### src/hw/rtl/gha_pkg.sv
// Types, codes and constants of the generational handle allocator.
`default_nettype none

package gha_pkg;

  localparam int unsigned SlotsDefault = 256;
  localparam int unsigned QueueDepth   = 2;

  localparam int unsigned FuncW   = 2;
  localparam int unsigned IndexW  = 9;
  localparam int unsigned GenW    = 16;
  localparam int unsigned StatusW = 2;

  localparam logic [GenW-1:0] GenTop = 16'hFFFF;

  localparam logic [FuncW-1:0] FUNC_ALLOC = 2'd0;
  localparam logic [FuncW-1:0] FUNC_FREE  = 2'd1;
  localparam logic [FuncW-1:0] FUNC_CHECK = 2'd2;

  localparam logic [StatusW-1:0] ST_OK      = 2'd0;
  localparam logic [StatusW-1:0] ST_INVALID = 2'd1;
  localparam logic [StatusW-1:0] ST_FULL    = 2'd2;

  typedef enum logic [1:0] {
    OP_ALLOC,
    OP_FREE,
    OP_CHECK,
    OP_REJECT
  } op_e;

  typedef struct packed {
    op_e               op;
    logic [IndexW-1:0] idx;
    logic [GenW-1:0]   gen;
  } req_t;

endpackage

`default_nettype wire

### src/hw/rtl/gha_queue.sv
// Short request queue between the front end and the back end.
`default_nettype none

module gha_queue import gha_pkg::*; #(
  parameter int unsigned Depth = QueueDepth
) (
  input  logic clk_i,
  input  logic rst_ni,
  input  logic push_i,
  input  req_t req_i,
  input  logic pop_i,
  output logic full_o,
  output logic empty_o,
  output req_t req_o
);

  localparam int unsigned PtrW = $clog2(Depth);
  localparam int unsigned CntW = $clog2(Depth + 1);

  req_t            entry_q [Depth];
  logic [PtrW-1:0] wr_ptr_q, rd_ptr_q;
  logic [CntW-1:0] cnt_q;
  logic            do_push, do_pop;

  function automatic logic [PtrW-1:0] ptr_inc(logic [PtrW-1:0] p);
    ptr_inc = (p == PtrW'(Depth - 1)) ? '0 : p + 1'b1;
  endfunction

  assign full_o  = (cnt_q == CntW'(Depth));
  assign empty_o = (cnt_q == '0);
  assign req_o   = entry_q[rd_ptr_q];
  assign do_push = push_i && !full_o;
  assign do_pop  = pop_i && !empty_o;

  always_ff @(posedge clk_i) begin
    if (do_push) begin
      entry_q[wr_ptr_q] <= req_i;
    end
  end

  always_ff @(posedge clk_i or negedge rst_ni) begin
    if (!rst_ni) begin
      wr_ptr_q <= '0;
      rd_ptr_q <= '0;
      cnt_q    <= '0;
    end else begin
      if (do_push) begin
        wr_ptr_q <= ptr_inc(wr_ptr_q);
      end
      if (do_pop) begin
        rd_ptr_q <= ptr_inc(rd_ptr_q);
      end
      if (do_push && !do_pop) begin
        cnt_q <= cnt_q + 1'b1;
      end else if (do_pop && !do_push) begin
        cnt_q <= cnt_q - 1'b1;
      end
    end
  end

endmodule

`default_nettype wire

### config.mk
export PLATFORM = sky130hd
export DESIGN_NAME = gha_queue
export DESIGN_NICKNAME = d
export VERILOG_FILES = /design/src/hw/rtl/gha_pkg.sv /design/src/hw/rtl/gha_queue.sv
export SDC_FILE = /design/constraint.sdc
export NUM_CORES = 1
export LEC_CHECK = 0
export ABC_AREA = 1
export BUFFER_PORTS_ARGS = -buffer_cell sky130_fd_sc_hd__clkbuf_2
export CAP_MARGIN = 20
export CORE_MARGIN = 2
export CORE_UTILIZATION = 46
export CTS_BUF_LIST = sky130_fd_sc_hd__clkbuf_16
export DETAILED_ROUTE_END_ITERATION = 8
export MAX_ROUTING_LAYER = met4
export PLACE_DENSITY = 0.73
export SLEW_MARGIN = 30
export SYNTH_ARGS = -nofsm -noshare
export SYNTH_HDL_FRONTEND = slang
export SYNTH_SLANG_ARGS = --single-unit
### constraint.sdc
create_clock -name clk_i -period 2 [get_ports clk_i]
set_clock_uncertainty 0.1 [all_clocks]
set_input_delay 0.1 -clock clk_i [delete_from_list [all_inputs] [get_ports clk_i]]
set_output_delay 0.1 -clock clk_i [all_outputs]
set_load 0.01 [all_outputs]
==> qor.yml, run 1 <==
status:
  status: "finished clean"
sta:
  finalHoldViolations: 0
  rsz0062_at_grt: "false"
  finalSetupViolCount: 0
  fin_crit_ps: 1614
  relSlewSlack: 0.6813
  min_period_over_period: 0.8069
  max_freq_mhz: 619.6
  drv_slew: 0
  finalSetupTns_ps: 0
  fin_ws_ps: 386.1
  tightest_slew_ps: 477.4
yosys:
  synth_area_leaders: "edfxtp_1 (74%), nand2_1 (15%), dfrtp_1 (4.6%), inv_1 (1.2%), buf_4 (1.0%)"
  yosysUniqueCellTypes: 15
  yosys_warnings: 0
  syn_inst: 172
  avgSynthCellArea_um2: 12.74
  syn-num-nets: 204
  synth_top_area_cell: "edfxtp_1"
  ys_ff_latch: 58
  syn-cell-area_um2: 2192
  synth_top_area_frac: 0.7397
  synth-seq-area-share: 0.7854
worst_setup_path:
  crit_required_ps: 1800
  max_stage_delay_ps: 380
  r2r_start: "cnt_q[1]"
  reg2reg_to: "entry_q[1][16]"
  crit_family: "buffers and inverters"
  start_kind: "register"
  reg2reg_slack_ps: 460
  crit_arrival_ps: 1410
  cp_common_cell: "nand2_1"
  end_kind: "output port"
  crit_type: "reg2out"
  critical_path_buf_inv_count: 2
  r2r.worst_path.cells: 4
  crit_chain: "inv_2, nand2_1, nand2_1, clkbuf_2"
  cp_max_fo: 28
  cpMaxStageDelayCell: "dfrtp_1"
clocking:
  clockRootBuffer: "clkbuf_16"
  cts_sinks: 58
  numCtsBuffers: 9
  tritoncts: "done"
  clkLatencyLatePin_ps: 320
  cts_resized: 0
  cts_max_level: 3
  clock_path_buffers: 2
  path_clk_slew_ps: 50
routing:
  via_per_inst: 4.607
  drtIter0Drc: 93
  dr_total_vias: 1511
  routedWlPerCell_um: 12.58
  drc: 0
  first_pass_iters: 4
  wl_mm: 4.127
  antenna_left: 0
placed_design:
  dp_cells: 283
  pre_cts_slack_ps: 474.0
  dp_hpwl_mm: 2.268
  io_buffers: 59
  gp_routability_congestion: 0.7213
global_route:
  grt_pass1_wl_mm: 6.175
  antenna_found_initial: 0
  grt_start_max_net_pins: 29
  grt_overflow_total: 0
  grt_use_total: 0.1708
  grt_pass1_vias: 1434
floorplan:
  die-area_um2: 5333
  start_util: 0.4703
  rows: 25
  die_y_um: 73.03
  ios: 60
  core_area_um2: 4661
  die_w_um: 73.03
finish:
  antenna_cells: 0
  fin_nets: 301
  instances_no_fill: 328
  area_growth_pct: 42.01
  drive_above_1_share: 0.2920
  multi_input_area_um2: 410.4
  seq_area_um2: 1722
  fillCellCount: 329
flow_run:
  cap_viol_max_count: 0
pwr:
  power.leakage_nw: 1.396
  pwr_density_cell_nw_per_um2: 1424
  peakVddDrop_v: 0.0008808
worst_hold_path:
  hold_path.class: "in2async"
## worst max-delay path by stage
| stage | from | to | cells after the start |
|---|---|---|---|
| floorplan | cnt_q[1] | entry_q[1][0] | 3 |
| global placement | cnt_q[1] | entry_q[1][17] | 4 |
| detailed placement | cnt_q[1] | entry_q[1][17] | 4 |
| CTS | rd_ptr_q | req_o[24] | 4 |
| global route | rd_ptr_q | req_o[1] | 4 |
| finish | rd_ptr_q | req_o[18] | 4 |
## flip-flops by register name, summed over array words and instances, names as in the netlist
register  count
entry_q      54
cnt_q         2
rd_ptr_q      1
wr_ptr_q      1
## routing by layer
| metal | track usage | up-vias | part of all wire | wire length (µm) |
|---|---|---|---|---|
| met5 | - | - | 0 | 0 |
| met4 | 0.1296 | 0 | 0.030 | 124 |
| met3 | 0.04834 | 13 | 0.063 | 258 |
| met2 | 0.2803 | 55 | 0.54 | 2244 |
| met1 | 0.1701 | 679 | 0.36 | 1499 |
| li1 | - | 764 | - | - |
## area by class of cell
cell class                 instances  area share
timing repair buffer              91      0.1994
clock buffer                       9     0.07235
sequential                        58      0.5531
tap                               54     0.02170
inverter                           8    0.009646
multi-input combinational        101      0.1318
clock inverter                     7     0.01206
## Yosys cell counts
master,n
nor2_2,2
xnor2_1,1
nand3b_1,1
ha_1,1
nand4_1,1
inv_2,1
edfxtp_1,54
nand3_1,1
nand2_1,90
buf_4,3
o21ai_0,2
nor2_1,2
buf_2,2
dfrtp_1,4
inv_1,7
## what timing repair did
| item | CTS | global route |
|---|---|---|
| buffers inserted | 0 | 0 |
| endpoints found under the hold margin | 59 | 0 |
| hold buffers | 29 | 0 |
## kinds of logic after synthesis
group                      share of synthesized area
and+or+nand+nor                               0.1718
DFF                                           0.7854
buffers and inverters                        0.02854
AOI/OAI and AO/OA                           0.004566
xor gates and xnor gates                    0.003996
adders and majority gates                   0.005707
## stage by stage
stage / hold slack, ps / util / power [mW] / cell area (µm²)
after detailed placement: -183.3 / 0.5493 / 3.106 / 2560
after CTS: 19.68 / 0.6679 / 4.459 / 3113
after global placement: -185.1 / 0.5493 / 3.072 / 2560
after global routing: 44.12 / 0.6679 / 4.690 / 3113
after floorplan: -295.6 / - / 2.591 / 2195
final: 25.15 / 0.6679 / 4.432 / 3113
## cells in the final DEF (no fill, tap or decap), drive strengths merged
cell type and instances:
nor2 4, o21ai 2, nand3 1, nand3b 1, xnor2 1, edfxtp 54, nand2 90, clkinvlp 2
dlygate4sd3 29, buf 3, inv 9, clkbuf 68, nand4 1, dfrtp 4, ha 1, clkinv 4
## where the power goes
group	switching (mW)	internal, mW
Clock	0.489	0.818
Combinational	0.881	0.494
Sequential	0.0873	1.66
(Power assumes the default switching activity.)
==> run 2, diff against run 1 <==
ABC_AREA = 0   (was 1)
clock period = 1.4 ns   (was 2 ns; I/O delays follow)
==> qor.yml, run 2 <==
pwr:
  peakVddDrop_v: 0.001186
  combinationalPowerShare: 0.400
  power.leakage_nw: 1.520
  pwr-share-clk: 0.263
  pwr_density_cell_nw_per_um2: 2114
  switching_share: 0.2729
  p_int_mw: 5.552
  p_sw_mw: 2.084
  power_frac_seq: 0.338
sta:
  tightest_slew_ps: 193.4
  min_period_over_period: 1.132
  rsz0062_at_grt: "true"
  holdWs_ps: -1.790
  relSlewSlack: 0.8711
  max_freq_mhz: 631.1
  finalSetupTns_ps: -10840
  fin_crit_ps: 1585
  fin_ws_ps: -184.6
  drv_slew: 0
  finalHoldViolations: 2
  finalSetupViolCount: 82
yosys:
  synth_area_leaders: "edfxtp_1 (72%), mux2_4 (13%), dfrtp_1 (4.5%), mux2_2 (4.0%), buf_12 (1.8%)"
  synth_top_area_cell: "edfxtp_1"
  ys_ff_latch: 58
  synth-seq-area-share: 0.7670
  ys.flop_type: "edfxtp_1"
  yosysUniqueCellTypes: 15
  synth_top_area_frac: 0.7224
  syn_inst: 103
  synth-edff-count: 54
  syn-cell-area_um2: 2245
  avgSynthCellArea_um2: 21.79
  synth_most_common_cell: "edfxtp_1"
  async_flop_share: 0.06897
  yosys-top-cells-count: "edfxtp_1 (54), mux2_4 (19), mux2_2 (8)"
  yosys_warnings: 0
  syn-num-nets: 135
global_route:
  grt_pass1_wl_mm: 6.120
  antenna_found_initial: 0
  grt_use_total: 0.1635
  grt_overflow_total: 0
  grt_pass1_vias: 1328
  grt_start_max_net_pins: 19
placed_design:
  pre_cts_slack_ps: -116.8
  io_buffers: 59
  gp_routability_congestion: 0.6768
  dp_hpwl_mm: 2.633
floorplan:
  die-area_um2: 5455
  rows: 25
  die_w_um: 73.86
  die_y_um: 73.86
  ios: 60
  start_util: 0.4752
  core_area_um2: 4723
routing:
  routedWlPerCell_um: 15.22
  antenna_left: 0
  first_pass_iters: 4
  drtIter0Drc: 75
  drc: 0
  via_per_inst: 4.523
  dr_total_vias: 1348
  wl_mm: 4.537
finish:
  fillCellCount: 285
  area_growth_pct: 60.93
  largest_register: "entry_q"
  antenna_cells: 0
  layout_commonest_cell: "clkbuf_2"
  largest_register_ffs: 54
  drive_above_1_share: 0.5844
  fin_nets: 258
  reg_top3: "entry_q: 54 flops, cnt_q: 2 flops"
  layout_common_cells: "clkbuf_2 (58), edfxtp_1 (54), dlygate4sd3_1 (28)"
clocking:
  clkLatencyLatePin_ps: 310
  cts_sinks: 58
  cts_max_level: 3
  tritoncts: "done"
  clockRootBuffer: "clkbuf_16"
  path_clk_slew_ps: 50
  clock_path_buffers: 2
  numCtsBuffers: 9
worst_setup_path:
  start_kind: "register"
  crit_arrival_ps: 1520
  crit_required_ps: 1330
  crit_type: "reg2reg"
  cp_max_fo: 4
  end_kind: "register"
  r2r.worst_path.cells: 6
status:
  status: "finished with violations"
  failed_checks: "hold timing, setup timing"
worst_hold_path:
  hold_path.class: "in2async"
flow_run:
  cap_viol_max_count: 0
run 2: power groups by stage:
stage	registers (mW)	clock network (mW)	logic [mW]
2_1_floorplan	2.53	0	1.49
3_3_place_gp	2.55	0	2.25
3_5_place_dp	2.58	0	2.31
4_1_cts	2.58	2.02	2.63
5_1_grt	2.61	2.13	3.22
6_report	2.58	2.00	3.05
run 2: stage by stage:
step / cells / hold slack (ps) / power, mW / util / cell area (µm²)
finish: 298 / -1.790 / 7.636 / 0.7648 / 3612
global route: 298 / 1.804 / 7.963 / 0.7648 / 3612
CTS: 287 / 5.168 / 7.225 / 0.7213 / 3407
detailed placement: 236 / -211.9 / 4.890 / 0.5820 / 2749
global placement: 236 / -219.7 / 4.794 / 0.5820 / 2749
floorplan: 103 / -325.6 / 4.020 / - / 2271
run 2: path summary, 6_finish.rpt:
path | startpoint | to | slack [ps]
max in group asynchronous | rst_ni | rd_ptr_q | 1050
min in group clk_i | pop_i | rd_ptr_q | 20
setup reg to reg | cnt_q[0] | entry_q[0][3] | -180
hold reg to reg | wr_ptr_q | wr_ptr_q | 480
hold / removal | rst_ni | cnt_q[0] | -2
setup / recovery | cnt_q[0] | entry_q[0][3] | -180
run 2: final cells by class:
cell class | instances | area, µm² | share of cell area
clock buffers | 9 | 225.2 | 0.06235
inverters | 2 | 10.01 | 0.002771
well taps | 67 | 83.83 | 0.02321
flip-flops and latches | 58 | 1723 | 0.4770
clock inverters | 7 | 53.80 | 0.01489
repair buffers | 115 | 987.2 | 0.2733
multi-input cells | 40 | 529.3 | 0.1465
run 2: cells by family after synthesis:
family	Yosys count	share of synthesized area
flip-flops	58	0.7670
AO/OA/AOI/OAI	1	0.002228
XOR/XNOR	5	0.01951
multiplexers	27	0.1672
buffers and inverters	5	0.02620
AND/OR/NAND/NOR	6	0.01226
adder cells (fa/ha/maj)	1	0.005573
run 2: worst max-delay path: stages, from the launching register on:
cell       delay (ps)
dfrtp_1           410
nand2b_4          180
nand2_4            70
buf_6             120
nor2_4            130
buf_6             150
clkbuf_16         140
run 2: routing by layer:
metal | track usage | share of wire | vias to the layer above
met5 | - | 0 | -
met3 | 0.05350 | 0.041 | 4
met2 | 0.2659 | 0.52 | 47
li1 | - | - | 651
met1 | 0.1867 | 0.43 | 646
met4 | 0.06667 | 0.010 | 0
run 2: what timing repair did:
action | in CTS | in global routing
pin swaps | 5 | 6
endpoints found under the setup margin | 28 | 84
resized for setup | 8 | 10
cloned | 1 | 6
endpoints found under the hold margin | 58 | 0
hold buffers | 28 | 0
buffers inserted | 6 | 6
